==> config.mk <==
export PLATFORM = sky130hd
export DESIGN_NAME = vpl_fifo
export DESIGN_NICKNAME = d
export VERILOG_FILES = /design/src/rtl/vpl_pkg.sv /design/src/rtl/vpl_fifo.sv
export SDC_FILE = /design/constraint.sdc
export NUM_CORES = 1
export LEC_CHECK = 0
export BUFFER_PORTS_ARGS = -buffer_cell sky130_fd_sc_hd__buf_2
export CAP_MARGIN = 10
export CORE_ASPECT_RATIO = 2
export CORE_MARGIN = 5
export CORE_UTILIZATION = 55
export DETAILED_ROUTE_END_ITERATION = 7
export HOLD_SLACK_MARGIN = 0.1
export MAX_ROUTING_LAYER = met4
export PLACE_DENSITY = 0.82
export SLEW_MARGIN = 20
export SYNTH_ARGS = -nofsm -noshare
export SYNTH_HDL_FRONTEND = slang
export SYNTH_SLANG_ARGS = --single-unit
==> constraint.sdc <==
create_clock -name i_clk -period 22 [get_ports i_clk]
set_input_delay 4.4 -clock i_clk [delete_from_list [all_inputs] [get_ports i_clk]]
set_output_delay 4.4 -clock i_clk [all_outputs]
set_load 0.02 [all_outputs]
==> src/rtl/vpl_pkg.sv <==
// ----------------------------------------------------------------------------
// vpl_pkg
// Types and constants shared by the vertex projection and segment blocks.
// ----------------------------------------------------------------------------
package vpl_pkg;

    localparam int CLIP_W = 36;   // clip-space x, y, w in Q.20
    localparam int NUM_W  = 54;   // screen numerator
    localparam int DEN_W  = 38;   // divisor magnitude, 2|w| or 2^21
    localparam int QBITS  = 15;   // quotient bits below the saturation limit

    localparam logic signed [CLIP_W-1:0] ONE_Q20   = 36'sd1048576;
    localparam logic [DEN_W-1:0]         DEN_W_ZERO = 38'd2097152;

    localparam logic [2:0] CFG_ROW_ONE   = 3'd0;
    localparam logic [2:0] CFG_ROW_TWO   = 3'd1;
    localparam logic [2:0] CFG_ROW_THREE = 3'd2;
    localparam logic [2:0] CFG_ROW_FOUR  = 3'd3;
    localparam logic [2:0] CFG_VP_LEFT   = 3'd4;
    localparam logic [2:0] CFG_VP_TOP    = 3'd5;
    localparam logic [2:0] CFG_VP_WIDTH  = 3'd6;
    localparam logic [2:0] CFG_VP_HEIGHT = 3'd7;

    localparam logic [63:0] RST_ROW_ONE   = 64'd4096;
    localparam logic [63:0] RST_ROW_TWO   = 64'd268435456;
    localparam logic [63:0] RST_ROW_THREE = 64'd17592186044416;
    localparam logic [63:0] RST_ROW_FOUR  = 64'd1152921504606846976;
    localparam logic [12:0] RST_VP_WIDTH  = 13'd640;
    localparam logic [12:0] RST_VP_HEIGHT = 13'd480;

    typedef struct packed {
        logic signed [15:0] pos_x;
        logic signed [15:0] pos_y;
        logic signed [15:0] pos_z;
        logic               last_vertex;
    } t_vertex;

    typedef struct packed {
        logic signed [15:0] start_x;
        logic signed [15:0] start_y;
        logic signed [15:0] end_x;
        logic signed [15:0] end_y;
        logic               closing_segment;
    } t_segment;

    typedef struct packed {
        logic [3:0][63:0] matrix;
        logic [11:0]      left;
        logic [11:0]      top;
        logic [12:0]      width;
        logic [12:0]      height;
    } t_cfg;

    typedef struct packed {
        logic signed [NUM_W-1:0] num_x;
        logic signed [NUM_W-1:0] num_y;
        logic [DEN_W-1:0]        den;
        logic                    last;
    } t_work;

    typedef struct packed {
        logic full;
        logic empty;
    } t_fifo_status;

    typedef enum logic [2:0] {
        FE_IDLE, FE_MAT_X, FE_MAT_Y, FE_MAT_W, FE_NUM_X, FE_NUM_Y, FE_PUSH
    } t_fe_state;

    typedef enum logic [2:0] {
        BE_IDLE, BE_LOAD, BE_DIV, BE_PAIR, BE_EMIT_A, BE_EMIT_B
    } t_be_state;

endpackage

==> src/rtl/vpl_fifo.sv <==
// ----------------------------------------------------------------------------
// vpl_fifo
// Two-entry queue of work words between the transform and the divide side.
// ----------------------------------------------------------------------------
module vpl_fifo import vpl_pkg::*; (
    input  logic         i_clk,
    input  logic         i_rst_n,
    input  logic         i_push,
    input  t_work        i_data,
    input  logic         i_pop,
    output t_work        o_data,
    output t_fifo_status o_status
);

    t_work      r_mem [2];
    logic       r_wr_ptr, r_rd_ptr;
    logic [1:0] r_count;

    always_comb begin
        o_status.full  = (r_count == 2'd2);
        o_status.empty = (r_count == 2'd0);
        o_data         = r_mem[r_rd_ptr];
    end

    always_ff @(posedge i_clk) begin
        if (!i_rst_n) begin
            r_wr_ptr <= 1'b0;
            r_rd_ptr <= 1'b0;
            r_count  <= 2'd0;
        end else begin
            if (i_push) r_wr_ptr <= !r_wr_ptr;
            if (i_pop)  r_rd_ptr <= !r_rd_ptr;
            r_count <= r_count + {1'b0, i_push} - {1'b0, i_pop};
        end
    end

    always_ff @(posedge i_clk) begin
        if (i_push) r_mem[r_wr_ptr] <= i_data;
    end

endmodule

==> impl_metrics.tcl <==
set metrics [dict create \
    status "finished clean" \
    syn-num-nets 631 \
    synth.distinct_cells 13 \
    synth_area_mm2 0.0109 \
    start_util_pct 55.9 \
    drt_iter0_drc 278 \
    antenna_found_initial 10 \
    cp.arrival_ns 2.56 \
    root_buffer "clkbuf_16" \
    post_cts_buffers 0 \
    clk_latency_ns 0.52 \
    hold_violations 0 \
    final_cell_mix "299 x buf_2, 294 x edfxtp_1, 147 x mux2_2" \
    fp.dieW_um 109 \
    end_kind "output port" \
    nNetsFinal 947 \
    r2r_slack_ns 19.43 \
    wl_per_cell_um 21.2 \
    path_class "flop to output port" \
    max_freq_mhz 144 \
    die_h_um 209 \
    cap_viol_max_count 0 \
    period_share_pct 31.6 \
    numCtsBuffers 25 \
    reg2reg_depth 2 \
    grt_max_degree 83 \
    final_area_mm2 0.0135 \
    place_area_mm2 0.0126 \
    coreArea_mm2 0.0195 \
    hp-start "r_rd_ptr" \
    fin_skew_ns 0.00897 \
    drc 0 \
    clockBufferDepth 3 \
    synth_seq_cells 299 \
    final_cells 1081 \
    num_io_pins 300 \
    wl_mm 22.9 \
    clk_pin_slew_ns 0.07 \
    area_growth_pct 23.6 \
    setup_viol 0 \
    dr.pass1.iters 4 \
    final_common_cell "buf_2" \
    worst_pin_slew_ns 1.05 \
    die_area_mm2 0.0229 \
    power_density_mw_per_mm2 93.5 \
    rr_startpoint "r_wr_ptr" \
    reg2reg_to "r_mem[1][10]" \
    dp_cells 1025 \
    grt_setup_unrepaired "false" \
    grt_pass1_wl_mm 33.1 \
    required_ns 17.60 \
    grt_remaining_overflow 0 \
    ys_seq_area_share_pct 82.0 \
    yosysWarnings 0 \
    crit_fanout 54 \
    maxSlewViolCount 0 \
    antenna_left 0 \
    start_kind "flop" \
    leakagePower_uw 0.00503 \
    hold_path.class "flop to flop" \
    ctsHoldBuffers 0 \
    cts_tree "built" \
    hold_depth 2 \
    period_needed_ns 6.96 \
    clock-sinks 299 \
    detail_route.vias_per_cell 5.17 \
    irDropWorstVdd_uv 118 \
    drive_gt1_share_pct 61.2 \
    vias 5587 \
    syn_avg_cell_area_um2 22.8 \
    gp_congestion 0.803 \
    synth_cells 478 \
    cts_resized 0 \
    hpwl_mm 16.0 \
    grt_pass1_vias 6111 \
    tns_ns 0 \
    relSlewSlack_pct 29.7 \
    gr-usage-all-layers_pct 20.2 \
    rows 72 \
    htreeDepth 1 \
    port_buffers 299 \
]
synthesized netlist by cell type:
| library cell | instances | area, um2 |
|---|---|---|
| nor2_1 | 1 | 3.75 |
| dfxtp_1 | 5 | 100 |
| nor2b_1 | 4 | 25.0 |
| xnor3_1 | 1 | 22.5 |
| mux2_2 | 147 | 1660 |
| inv_1 | 2 | 7.51 |
| xor2_1 | 1 | 8.76 |
| buf_6 | 15 | 169 |
| edfxtp_1 | 294 | 8830 |
| o21a_1 | 1 | 7.51 |
| buf_2 | 1 | 5.00 |
| ha_1 | 2 | 25.0 |
| and2_1 | 4 | 25.0 |
cell type report:
cell class | count | area (um2)
sequential | 299 | 8930
fill | 1301 | 6010
multi-input combinational | 161 | 1780
timing repair buffer | 305 | 1550
clock buffer | 25 | 626
tap | 259 | 324
clock inverter | 20 | 200
antenna | 10 | 25.0
inverter | 2 | 7.51
worst max-delay path: stages (launching register included):
cell and delay [ns]:
dfxtp_4 0.69, buf_4 0.65, mux2_2 0.43, buf_2 0.17
state kept, by name, summed over array words and instances, names as in the netlist, named ones only:
signal,cells
r_mem,294
r_count,2
r_rd_ptr,1
r_wr_ptr,1
cell families (layout without fill, tap and decap cells):
family	Yosys count	in the layout	synth area share, %
multiplexers	147	147	15.2
XOR/XNOR	2	2	0.287
flip-flops	299	299	82.0
adder cells (fa/ha/maj)	2	2	0.230
AND/OR/NAND/NOR	9	9	0.494
other	0	10	0
buffers and inverters	18	352	1.67
AO/OA/AOI/OAI	1	1	0.0690
metrics by stage:
| step | hold slack, ns | total power [uW] | setup slack (ns) | util (%) |
|---|---|---|---|---|
| CTS | 0.590 | 1270 | 14.99 | 68.9 |
| global route | 0.617 | 1300 | 14.95 | 69.1 |
| finish | 0.581 | 1260 | 15.04 | 69.1 |
| global placement | 0.561 | 826 | 15.36 | 64.7 |
| floorplan | 0.555 | 780 | 10.54 | - |
| detailed placement | 0.580 | 832 | 15.29 | 64.7 |
routing by layer:
| layer | vias up | global-route usage (%) | share of wire, % |
|---|---|---|---|
| met5 | - | - | 0 |
| met4 | 0 | 12.0 | 5.4 |
| met3 | 68 | 3.77 | 6.6 |
| met2 | 239 | 36.4 | 57 |
| met1 | 2740 | 19.3 | 31 |
| li1 | 2540 | - | - |
power by group:
group	internal, uW	switching [uW]
clock	246	192
sequential	659	10.2
combinational	60.6	89.5
worst max path at each step:
stage               startpoint           end  slack (ns)  cells past startpoint
floorplan               i_push   r_mem[0][0]       10.54                      1
global placement        i_push  r_mem[1][10]       15.36                      3
detailed placement      i_push  r_mem[1][11]       15.29                      3
CTS                       flop   o_data[112]       14.99                      3
global route              flop    o_data[63]       14.95                      3
finish                    flop   o_data[112]       15.04                      3
No activity file was read; power rests on OpenSTA's default activity.
