==> src/rtl/vpl_pkg.sv <==
// ----------------------------------------------------------------------------
// vpl_pkg
// Types and constants shared by the vertex projection and segment blocks.
// ----------------------------------------------------------------------------
package vpl_pkg;

    localparam int CLIP_W = 36;   // clip-space x, y, w in Q.20
    localparam int NUM_W  = 54;   // screen numerator
    localparam int DEN_W  = 38;   // divisor magnitude, 2|w| or 2^21
    localparam int QBITS  = 15;   // quotient bits below the saturation limit

    localparam logic signed [CLIP_W-1:0] ONE_Q20   = 36'sd1048576;
    localparam logic [DEN_W-1:0]         DEN_W_ZERO = 38'd2097152;

    localparam logic [2:0] CFG_ROW_ONE   = 3'd0;
    localparam logic [2:0] CFG_ROW_TWO   = 3'd1;
    localparam logic [2:0] CFG_ROW_THREE = 3'd2;
    localparam logic [2:0] CFG_ROW_FOUR  = 3'd3;
    localparam logic [2:0] CFG_VP_LEFT   = 3'd4;
    localparam logic [2:0] CFG_VP_TOP    = 3'd5;
    localparam logic [2:0] CFG_VP_WIDTH  = 3'd6;
    localparam logic [2:0] CFG_VP_HEIGHT = 3'd7;

    localparam logic [63:0] RST_ROW_ONE   = 64'd4096;
    localparam logic [63:0] RST_ROW_TWO   = 64'd268435456;
    localparam logic [63:0] RST_ROW_THREE = 64'd17592186044416;
    localparam logic [63:0] RST_ROW_FOUR  = 64'd1152921504606846976;
    localparam logic [12:0] RST_VP_WIDTH  = 13'd640;
    localparam logic [12:0] RST_VP_HEIGHT = 13'd480;

    typedef struct packed {
        logic signed [15:0] pos_x;
        logic signed [15:0] pos_y;
        logic signed [15:0] pos_z;
        logic               last_vertex;
    } t_vertex;

    typedef struct packed {
        logic signed [15:0] start_x;
        logic signed [15:0] start_y;
        logic signed [15:0] end_x;
        logic signed [15:0] end_y;
        logic               closing_segment;
    } t_segment;

    typedef struct packed {
        logic [3:0][63:0] matrix;
        logic [11:0]      left;
        logic [11:0]      top;
        logic [12:0]      width;
        logic [12:0]      height;
    } t_cfg;

    typedef struct packed {
        logic signed [NUM_W-1:0] num_x;
        logic signed [NUM_W-1:0] num_y;
        logic [DEN_W-1:0]        den;
        logic                    last;
    } t_work;

    typedef struct packed {
        logic full;
        logic empty;
    } t_fifo_status;

    typedef enum logic [2:0] {
        FE_IDLE, FE_MAT_X, FE_MAT_Y, FE_MAT_W, FE_NUM_X, FE_NUM_Y, FE_PUSH
    } t_fe_state;

    typedef enum logic [2:0] {
        BE_IDLE, BE_LOAD, BE_DIV, BE_PAIR, BE_EMIT_A, BE_EMIT_B
    } t_be_state;

endpackage

==> src/rtl/vpl_back.sv <==
// ----------------------------------------------------------------------------
// vpl_back
// Divides both numerators one quotient bit a cycle, saturates, and pairs
// screen points into segments through an output register.
// ----------------------------------------------------------------------------
module vpl_back import vpl_pkg::*; (
    input  logic     i_clk,
    input  logic     i_rst_n,
    input  logic     i_empty,
    input  t_work    i_work,
    output logic     o_pop,
    output logic     o_out_valid,
    input  logic     i_out_stall,
    output t_segment o_out_word
);

    t_be_state r_state, n_state;
    t_work     r_work;
    logic [NUM_W-1:0]  r_rem_x, r_rem_y;
    logic [QBITS-1:0]  r_q_x, r_q_y;
    logic              r_neg_x, r_neg_y, r_sat_x, r_sat_y;
    logic [3:0]        r_cnt;
    logic signed [15:0] r_sx, r_sy, r_first_x, r_first_y, r_prev_x, r_prev_y;
    logic              r_inside;
    logic              r_out_valid;
    t_segment          r_out;

    logic [NUM_W-1:0]  w_mag_x, w_mag_y, w_lim, w_dsh;
    logic [NUM_W:0]    w_tx, w_ty;
    logic signed [15:0] w_sx, w_sy;
    logic              w_out_free, w_emit;
    t_segment          w_seg;

    assign w_out_free = !r_out_valid || !i_out_stall;

    always_comb begin
        n_state = r_state;
        unique case (r_state)
            BE_IDLE:   if (!i_empty) n_state = BE_LOAD;
            BE_LOAD:   n_state = BE_DIV;
            BE_DIV:    if (r_cnt == 4'd0) n_state = BE_PAIR;
            BE_PAIR: begin
                if (r_inside)              n_state = BE_EMIT_A;
                else if (r_work.last)      n_state = BE_EMIT_B;
                else                       n_state = BE_IDLE;
            end
            BE_EMIT_A: if (w_out_free) n_state = r_work.last ? BE_EMIT_B : BE_IDLE;
            BE_EMIT_B: if (w_out_free) n_state = BE_IDLE;
            default:   n_state = BE_IDLE;
        endcase
    end

    always_comb begin
        o_pop  = (r_state == BE_IDLE) && !i_empty;
        w_emit = ((r_state == BE_EMIT_A) || (r_state == BE_EMIT_B)) && w_out_free;
        if (r_state == BE_EMIT_A) begin
            w_seg = '{start_x: r_prev_x, start_y: r_prev_y, end_x: r_sx, end_y: r_sy,
                      closing_segment: 1'b0};
        end else begin
            w_seg = '{start_x: r_sx, start_y: r_sy, end_x: r_first_x, end_y: r_first_y,
                      closing_segment: 1'b1};
        end
    end

    // divider datapath
    always_comb begin
        w_mag_x = r_work.num_x[NUM_W-1] ? NUM_W'(-r_work.num_x) : NUM_W'(r_work.num_x);
        w_mag_y = r_work.num_y[NUM_W-1] ? NUM_W'(-r_work.num_y) : NUM_W'(r_work.num_y);
        w_lim   = NUM_W'(r_work.den) << QBITS;
        w_dsh   = NUM_W'(r_work.den) << r_cnt;
        w_tx    = {1'b0, r_rem_x} - {1'b0, w_dsh};
        w_ty    = {1'b0, r_rem_y} - {1'b0, w_dsh};
        if (r_sat_x)      w_sx = r_neg_x ? 16'sh8000 : 16'sh7fff;
        else if (r_neg_x) w_sx = 16'(-$signed({1'b0, r_q_x}));
        else              w_sx = $signed({1'b0, r_q_x});
        if (r_sat_y)      w_sy = r_neg_y ? 16'sh8000 : 16'sh7fff;
        else if (r_neg_y) w_sy = 16'(-$signed({1'b0, r_q_y}));
        else              w_sy = $signed({1'b0, r_q_y});
    end

    always_ff @(posedge i_clk) begin
        if (!i_rst_n) begin
            r_state     <= BE_IDLE;
            r_inside    <= 1'b0;
            r_out_valid <= 1'b0;
            r_first_x   <= '0;
            r_first_y   <= '0;
            r_prev_x    <= '0;
            r_prev_y    <= '0;
        end else begin
            r_state <= n_state;
            if (w_emit)            r_out_valid <= 1'b1;
            else if (!i_out_stall) r_out_valid <= 1'b0;
            if (r_state == BE_PAIR && !r_inside) begin
                r_first_x <= w_sx;
                r_first_y <= w_sy;
                r_prev_x  <= w_sx;
                r_prev_y  <= w_sy;
                r_inside  <= !r_work.last;
            end
            if (r_state == BE_EMIT_A && w_out_free) begin
                r_prev_x <= r_sx;
                r_prev_y <= r_sy;
            end
            if (r_state == BE_EMIT_B && w_out_free) r_inside <= 1'b0;
        end
    end

    always_ff @(posedge i_clk) begin
        if (o_pop) r_work <= i_work;
        if (r_state == BE_LOAD) begin
            r_rem_x <= w_mag_x;
            r_rem_y <= w_mag_y;
            r_neg_x <= r_work.num_x[NUM_W-1];
            r_neg_y <= r_work.num_y[NUM_W-1];
            r_sat_x <= (w_mag_x >= w_lim);
            r_sat_y <= (w_mag_y >= w_lim);
            r_q_x   <= '0;
            r_q_y   <= '0;
            r_cnt   <= 4'(QBITS - 1);
        end
        if (r_state == BE_DIV) begin
            if (!w_tx[NUM_W]) begin
                r_rem_x        <= w_tx[NUM_W-1:0];
                r_q_x[r_cnt]   <= 1'b1;
            end
            if (!w_ty[NUM_W]) begin
                r_rem_y        <= w_ty[NUM_W-1:0];
                r_q_y[r_cnt]   <= 1'b1;
            end
            r_cnt <= r_cnt - 4'd1;
        end
        if (r_state == BE_PAIR) begin
            r_sx <= w_sx;
            r_sy <= w_sy;
        end
        if (w_emit) r_out <= w_seg;
    end

    assign o_out_valid = r_out_valid;
    assign o_out_word  = r_out;

endmodule
==> config.mk <==
export PLATFORM = sky130hd
export DESIGN_NAME = vpl_back
export DESIGN_NICKNAME = d
export VERILOG_FILES = /design/src/rtl/vpl_pkg.sv /design/src/rtl/vpl_back.sv
export SDC_FILE = /design/constraint.sdc
export NUM_CORES = 1
export LEC_CHECK = 0
export BUFFER_PORTS_ARGS = -buffer_cell sky130_fd_sc_hd__buf_4
export CAP_MARGIN = 20
export CELL_PAD_IN_SITES_DETAIL_PLACEMENT = 1
export CELL_PAD_IN_SITES_GLOBAL_PLACEMENT = 2
export CORE_MARGIN = 10
export CORE_UTILIZATION = 42
export DETAILED_ROUTE_END_ITERATION = 10
export PLACE_DENSITY = 0.92
export SYNTH_ARGS = -nofsm -noshare
export SYNTH_HDL_FRONTEND = slang
export SYNTH_SLANG_ARGS = --single-unit
export TNS_END_PERCENT = 50
==> constraint.sdc <==
create_clock -name i_clk -period 53.8 [get_ports i_clk]
set_clock_uncertainty 0.15 [all_clocks]
set_input_delay 8.07 -clock i_clk [delete_from_list [all_inputs] [get_ports i_clk]]
set_output_delay 8.07 -clock i_clk [all_outputs]
set_load 0.005 [all_outputs]
==> out/summary.txt, run 1 <==
unrepaired setup endpoints after global routing -> no
layout cell share with drive strength beyond 1 -> 14.4%
top cell type's share of synthesized area -> 25.9%
DIE AREA -> 80400 µm²
sequential area share after synthesis -> 40.2%
I/O pins -> 218
CTS H-Tree Depth -> 2
Slew @ Worst Pin -> 1.13 ns
commonest cells in the netlist -> 417 x nand2_1, 268 x a21oi_1, 252 x edfxtp_1
routed len/inst -> 24.3 µm
Post-DP HPWL -> 79000 µm
final WL -> 103000 µm
Area Growth Syn to Fin -> 14.7%
TritonCTS clock tree -> done
Clk network pwr share -> 23.1%
maximum clock path buffer count -> 3
syn nets -> 3464
CTS Buf Count -> 53
synthesized instance count -> 3121
Seq pwr share -> 29.1%
largest cells by area after synthesis -> edfxtp_1 26%, dfxtp_1 14%, ha_1 8.2%
crit-path max FO -> 42
Post-synth EDFFs -> 252
PortBufs -> 217
outcome -> finished, final reports clean
Setup WS post-layout -> 36.37 ns
DIE HEIGHT -> 284 µm
CP required -> 45.58 ns
area leader, netlist -> edfxtp_1
row cnt -> 96
Cell Area, Synth -> 29200 µm²
Setup Crit Path Kind -> input pin to primary output
Core Area -> 68700 µm²
GRT overflow -> 0
Worst slew margin -> 24.2%
drt pass-1 iters -> 5
final hold slack -> 0.304 ns
initial antenna violation count -> 3
Place WS -> 36.36 ns
Switching Share -> 41.5%
gpl congestion -> 0.950
setup_tns -> 0 ns
VDD IR max -> 0.0331 mV
PD cells -> 49.7 nW/µm²
postcts setup bufs -> 0
DR vias -> 25100
setup violators final -> 0
Hold Crit Class -> register to register
LEAKAGE -> 13.0 nW
Starting Density -> 42.4%
crit end category -> primary output
clk_lat worst skew -> 0.63 ns
endpoints failing hold -> 0
Tmin final -> 17.43 ns
Post-CTS Resized -> 0
Psw -> 0.689 mW
count leader, synth -> nand2_1
largest net degree at the start of global routing -> 69
Final Core Density -> 48.7%
Root Buffer -> clkbuf_16
first-pass GRT wire length -> 157000 µm
Startpoint Class -> input pin
Pint -> 0.972 mW
Tcrit/Tclk final -> 32.4%
Clock Pin Slew Worst Setup and Hold Paths -> 0.06 ns
Slew Limit Fails -> 0
Yosys reg bits -> 459
Logic pwr share -> 47.8%
dominant synthesized flop cell -> edfxtp_1
Max Clk Rate -> 57.4 MHz
clk sinks -> 459
Async S/R FF share, synth -> 0%
Die Wd -> 284 µm
CP arrival -> 9.21 ns
Yosys cell types -> 84
Syn. warnings -> 0
vias per inst -> 5.92
First DRT Iteration DRCs -> 1649
All-Layer GR Usage -> 24.6%
# DRC -> 0
Antenna Nets Post-Route -> 0
Final #Nets -> 3601
Hold Buf Count CTS -> 0
max-capacitance violation count -> 0
vias in the first global route -> 26100
syn_area_per_cell -> 9.34 µm²
antenna diode count -> 0
power by group through the flow:
stage	registers (mW)	clock network [mW]	logic [mW]
after floorplan	0.475	0	0.577
after global placement	0.485	0	0.751
after detailed placement	0.489	0	0.773
after CTS	0.483	0.392	0.782
after global routing	0.490	0.407	0.872
final	0.484	0.383	0.794
flip-flops by register name (all words and copies together) (netlist names), 4 cells and up:
signal and flops:
r_q_x 15, o_out_word 65, r_first_y 16, r_rem_x 54
r_rem_y 54, r_sy 16, r_work 147, r_prev_y 16
r_prev_x 16, r_q_y 15, r_cnt 4, r_first_x 16
r_sx 16
worst paths after layout:
| kind | start | end | slack [ns] | depth (start not counted) |
|---|---|---|---|---|
| max | i_empty | o_pop | 36.37 | 4 |
| min | r_first_x[12]$_SDFFE_PN0P_ | r_first_x[12]$_SDFFE_PN0P_ | 0.30 | 2 |
| max reg2reg | r_work[57]$_DFFE_PP_ | r_sat_y$_DFFE_PP_ | 46.02 | 17 |
| min reg2reg | r_first_x[12]$_SDFFE_PN0P_ | r_first_x[12]$_SDFFE_PN0P_ | 0.30 | 2 |
critical path: stages:
cell and delay [ns]:
buf_4 0.13, nor4_2 0.17, buf_4 0.54, buf_4 0.23
through the flow:
step,cell area (µm²),power [mW],cells
after floorplan,29200,1.05,3121
after detailed placement,31600,1.26,4133
after global placement,31600,1.24,4133
after global routing,33400,1.77,4233
final,33400,1.66,4233
after CTS,33400,1.66,4232
routing by layer:
metal | track usage (%) | vias to the layer above | wire, µm
met1 | 30.3 | 12400 | 43300
met5 | 0 | - | 24
met2 | 42.8 | 718 | 50000
li1 | - | 11800 | -
met3 | 3.63 | 177 | 5710
met4 | 9.38 | 4 | 3980
placed cells by master (no fill, tap or decap), types with 16 or more instances in the layout:
cell type and count:
a22oi_1 36, nand2b_1 24, xor2_1 68, o211ai_1 20, buf_4 247, o21a_1 20
or3_1 30, inv_1 96, a21oi_1 266, xnor2_1 135, o31ai_1 27, or4_1 17
mux2_2 67, nand4_1 47, a211oi_1 16, mux4_2 26, clkbuf_16 54, edfxtp_1 252
nor3_1 49, ha_1 190, nand3_1 40, nor2b_1 29, dfxtp_1 207, mux2i_1 118
nand2_1 417, nor2_1 175, o21ai_0 235, a21o_1 91, a31oi_1 28
kinds of logic after synthesis:
logic type	after synthesis	share of synthesized area, %
AND/OR/NAND/NOR	915	14.5
AO/OA/AOI/OAI	875	18.8
multiplexers	211	8.64
flip-flops	459	40.2
buffers and inverters	266	3.52
XOR/XNOR	203	6.10
adder cells (fa/ha/maj)	192	8.29
area by class of cell:
class | count | area (µm²)
fill | 7827 | 35300
multi-input combinational | 2396 | 16500
sequential | 459 | 11700
timing repair buffer | 248 | 1870
clock buffer | 68 | 1450
tap | 931 | 1160
clock inverter | 31 | 380
inverter | 100 | 378
(Power assumes the default switching activity.)
==> inputs of run 2 (changes only) <==
Settings changed: CORE_UTILIZATION 42 to 35, PLACE_DENSITY 0.92 to 0.83.
Clock period 53.8 ns to 14.72 ns, I/O delays scaled along.
==> run 2 against run 1 <==
Net effect:
- sequential power grew to 3.7 times the previous value
- routed wire length is 0.44% higher
- setup slack worse by 29 ns
- largest cell class unchanged
- critical path depth is 14 higher
- global-route usage is 3.6 points lower
==> out/summary.txt, run 2 (same netlist as run 1, synthesis figures left out) <==
gpl congestion -> 0.916 (-3.6%)
setup violators final -> 0 (unchanged)
setup_tns -> 0 ns (unchanged)
crit-path max cell delay -> 0.86 ns (+0.32 ns)
first-pass GRT wire length -> 156000 µm (-0.32%)
DIE AREA -> 95300 µm² (+19%)
TritonCTS clock tree -> done
antenna diode count -> 0 (unchanged)
CP bufs+invs -> 1 (-2)
routed len/inst -> 23.6 µm (-2.8%)
clk sinks -> 459 (unchanged)
endpoints failing hold -> 0 (unchanged)
final WL -> 103000 µm (+0.44%)
All-Layer GR Usage -> 21.0% (-3.6 points)
CP arrival -> 7.41 ns (-1.80 ns)
LEAKAGE -> 13.1 nW (+0.54%)
Antenna Nets Post-Route -> 0 (unchanged)
VDD IR max -> 0.112 mV (+240%)
Max Clk Rate -> 142 MHz
unrepaired setup endpoints after global routing -> no
maximum clock path buffer count -> 3 (unchanged)
vias in the first global route -> 25200 (-3.2%)
Core Area -> 82400 µm² (+20%)
layout cell share with drive strength beyond 1 -> 14.7% (+0.32 points)
Area Growth Syn to Fin -> 15.7%
placed cell area -> 31800 µm² (+0.59%)
most frequent cells in the layout -> 417 x nand2_1, 266 x a21oi_1, 252 x edfxtp_1
Setup Crit Path Kind -> register to register
CTS Buf Count -> 54 (+1.9%)
PD cells -> 181 nW/µm² (+260%)
max-capacitance violation count -> 0 (unchanged)
largest net degree at the start of global routing -> 67 (-2.9%)
outcome -> finished, final reports clean
startpoint of the worst hold path -> r_first_x[9]$_SDFFE_PN0P_
Startpoint Class -> register
PortBufs -> 217 (unchanged)
Place WS -> 7.11 ns (-29.25 ns)
max reg flops -> 147 (unchanged)
DIE HEIGHT -> 309 µm (+8.9%)
Final #Nets -> 3602 (+0.028%)
Root Buffer -> clkbuf_16
r2r startpoint -> r_work[57]$_DFFE_PP_
cells along the critical path -> or4_4, nor4_1, nand3_1, o31ai_1, nand2_1, xor2_1, ha_1, nand4_1, nor2_1, nand4_1, nor4_1, buf_2, nand3_1, nor4_1, a41o_1, a211oi_1, o21ai_0, a41o_1
Post-DP HPWL -> 80200 µm (+1.6%)
Final Total Pwr -> 6.11 mW (+270%)
Starting Density -> 35.4% (-7.0 points)
drt pass-1 iters -> 5 (unchanged)
vias per inst -> 5.67 (-4.3%)
Slew @ Worst Pin -> 1.02 ns (-0.111 ns)
Crit-path slowest cell -> o31ai_1
row cnt -> 105 (+9.4%)
Tmin final -> 7.05 ns
CP required -> 15.08 ns (-30.50 ns)
I/O pins -> 218 (unchanged)
Setup WS post-layout -> 7.67 ns (-28.70 ns)
CTS H-Tree Depth -> 2 (unchanged)
clk_lat worst skew -> 0.64 ns (about the same)
GRT overflow -> 0 (unchanged)
initial antenna violation count -> 4 (+1)
most common cell after layout, fill and taps aside -> nand2_1
crit-path max FO -> 5 (-88%)
Post-CTS Resized -> 0 (unchanged)
postcts setup bufs -> 0 (unchanged)
crit end category -> register
most flop-heavy register -> r_work
Worst slew margin -> 31.8% (+7.7 points)
finished layout cell area -> 33700 µm² (+0.89%)
crit-path most repeated cell -> nor4_1
Die Wd -> 309 µm (+8.9%)
Slew Limit Fails -> 0 (unchanged)
Setup crit start -> r_work[57]$_DFFE_PP_
First DRT Iteration DRCs -> 1623 (-1.6%)
DR vias -> 24800 (-1.1%)
Crit path max-delay family -> simple AND/OR/NAND/NOR gates
Hold Crit Class -> register to register
Tcrit/Tclk final -> 47.9%
# DRC -> 0 (unchanged)
Hold Buf Count CTS -> 0 (unchanged)
Clock Pin Slew Worst Setup and Hold Paths -> 0.07 ns (about the same)
fillcell total -> 9339 (+19%)
==> run 2: changes by cell type in the layout (fill, tap and decap cells not counted), sizes merged <==
cell and change:
bufinv -1, inv -1, clkbuf +4, clkinv +1
==> run 2: final timing paths <==
| kind | end | slack (ns) | depth (start not counted) |
|---|---|---|---|
| max | r_sat_y$_DFFE_PP_ | 7.67 | 18 |
| min | r_first_x[9]$_SDFFE_PN0P_ | 0.30 | 2 |
| max reg2reg | r_sat_y$_DFFE_PP_ | 7.67 | 18 |
| min reg2reg | r_first_x[9]$_SDFFE_PN0P_ | 0.30 | 2 |
==> run 2: area by class of cell <==
cell class | instances | area (µm²) | share of cell area [%]
Tap cell | 1070 | 1340 | 3.97
Multi-Input combinational cell | 2396 | 16500 | 48.9
Inverter | 100 | 378 | 1.12
Timing Repair Buffer | 248 | 1860 | 5.51
Sequential cell | 459 | 11700 | 34.7
Clock inverter | 30 | 387 | 1.15
Clock buffer | 72 | 1570 | 4.67
==> run 2: report_power, final <==
part,internal (mW),switching [mW],total [mW]
clock network,0.864,0.589,1.45
registers,1.59,0.195,1.78
logic,1.13,1.73,2.87
==> run 2: per-layer routing <==
metal	part of all wire (%)	track usage (%)	vias to the layer above
li1	-	-	11800
met1	46	28.4	12300
met2	47	35.3	597
met3	5.1	3.05	107
met4	1.8	4.17	6
met5	0.039	0	-
==> run 2: stage by stage <==
| step | hold slack [ns] | instances | utilization [%] |
|---|---|---|---|
| global placement | 0.291 | 4272 | 38.6 |
| detailed placement | 0.295 | 4272 | 38.6 |
| CTS | 0.304 | 4374 | 41.0 |
| floorplan | 0.274 | 3121 | - |
| finish | 0.301 | 4375 | 41.0 |
| global route | 0.320 | 4375 | 41.0 |
==> run 2: worst min-delay path, cell delays in order (launching register included) <==
cell and delay (ns):
dfxtp_1 0.30, nand2_1 0.05, a21oi_1 0.05
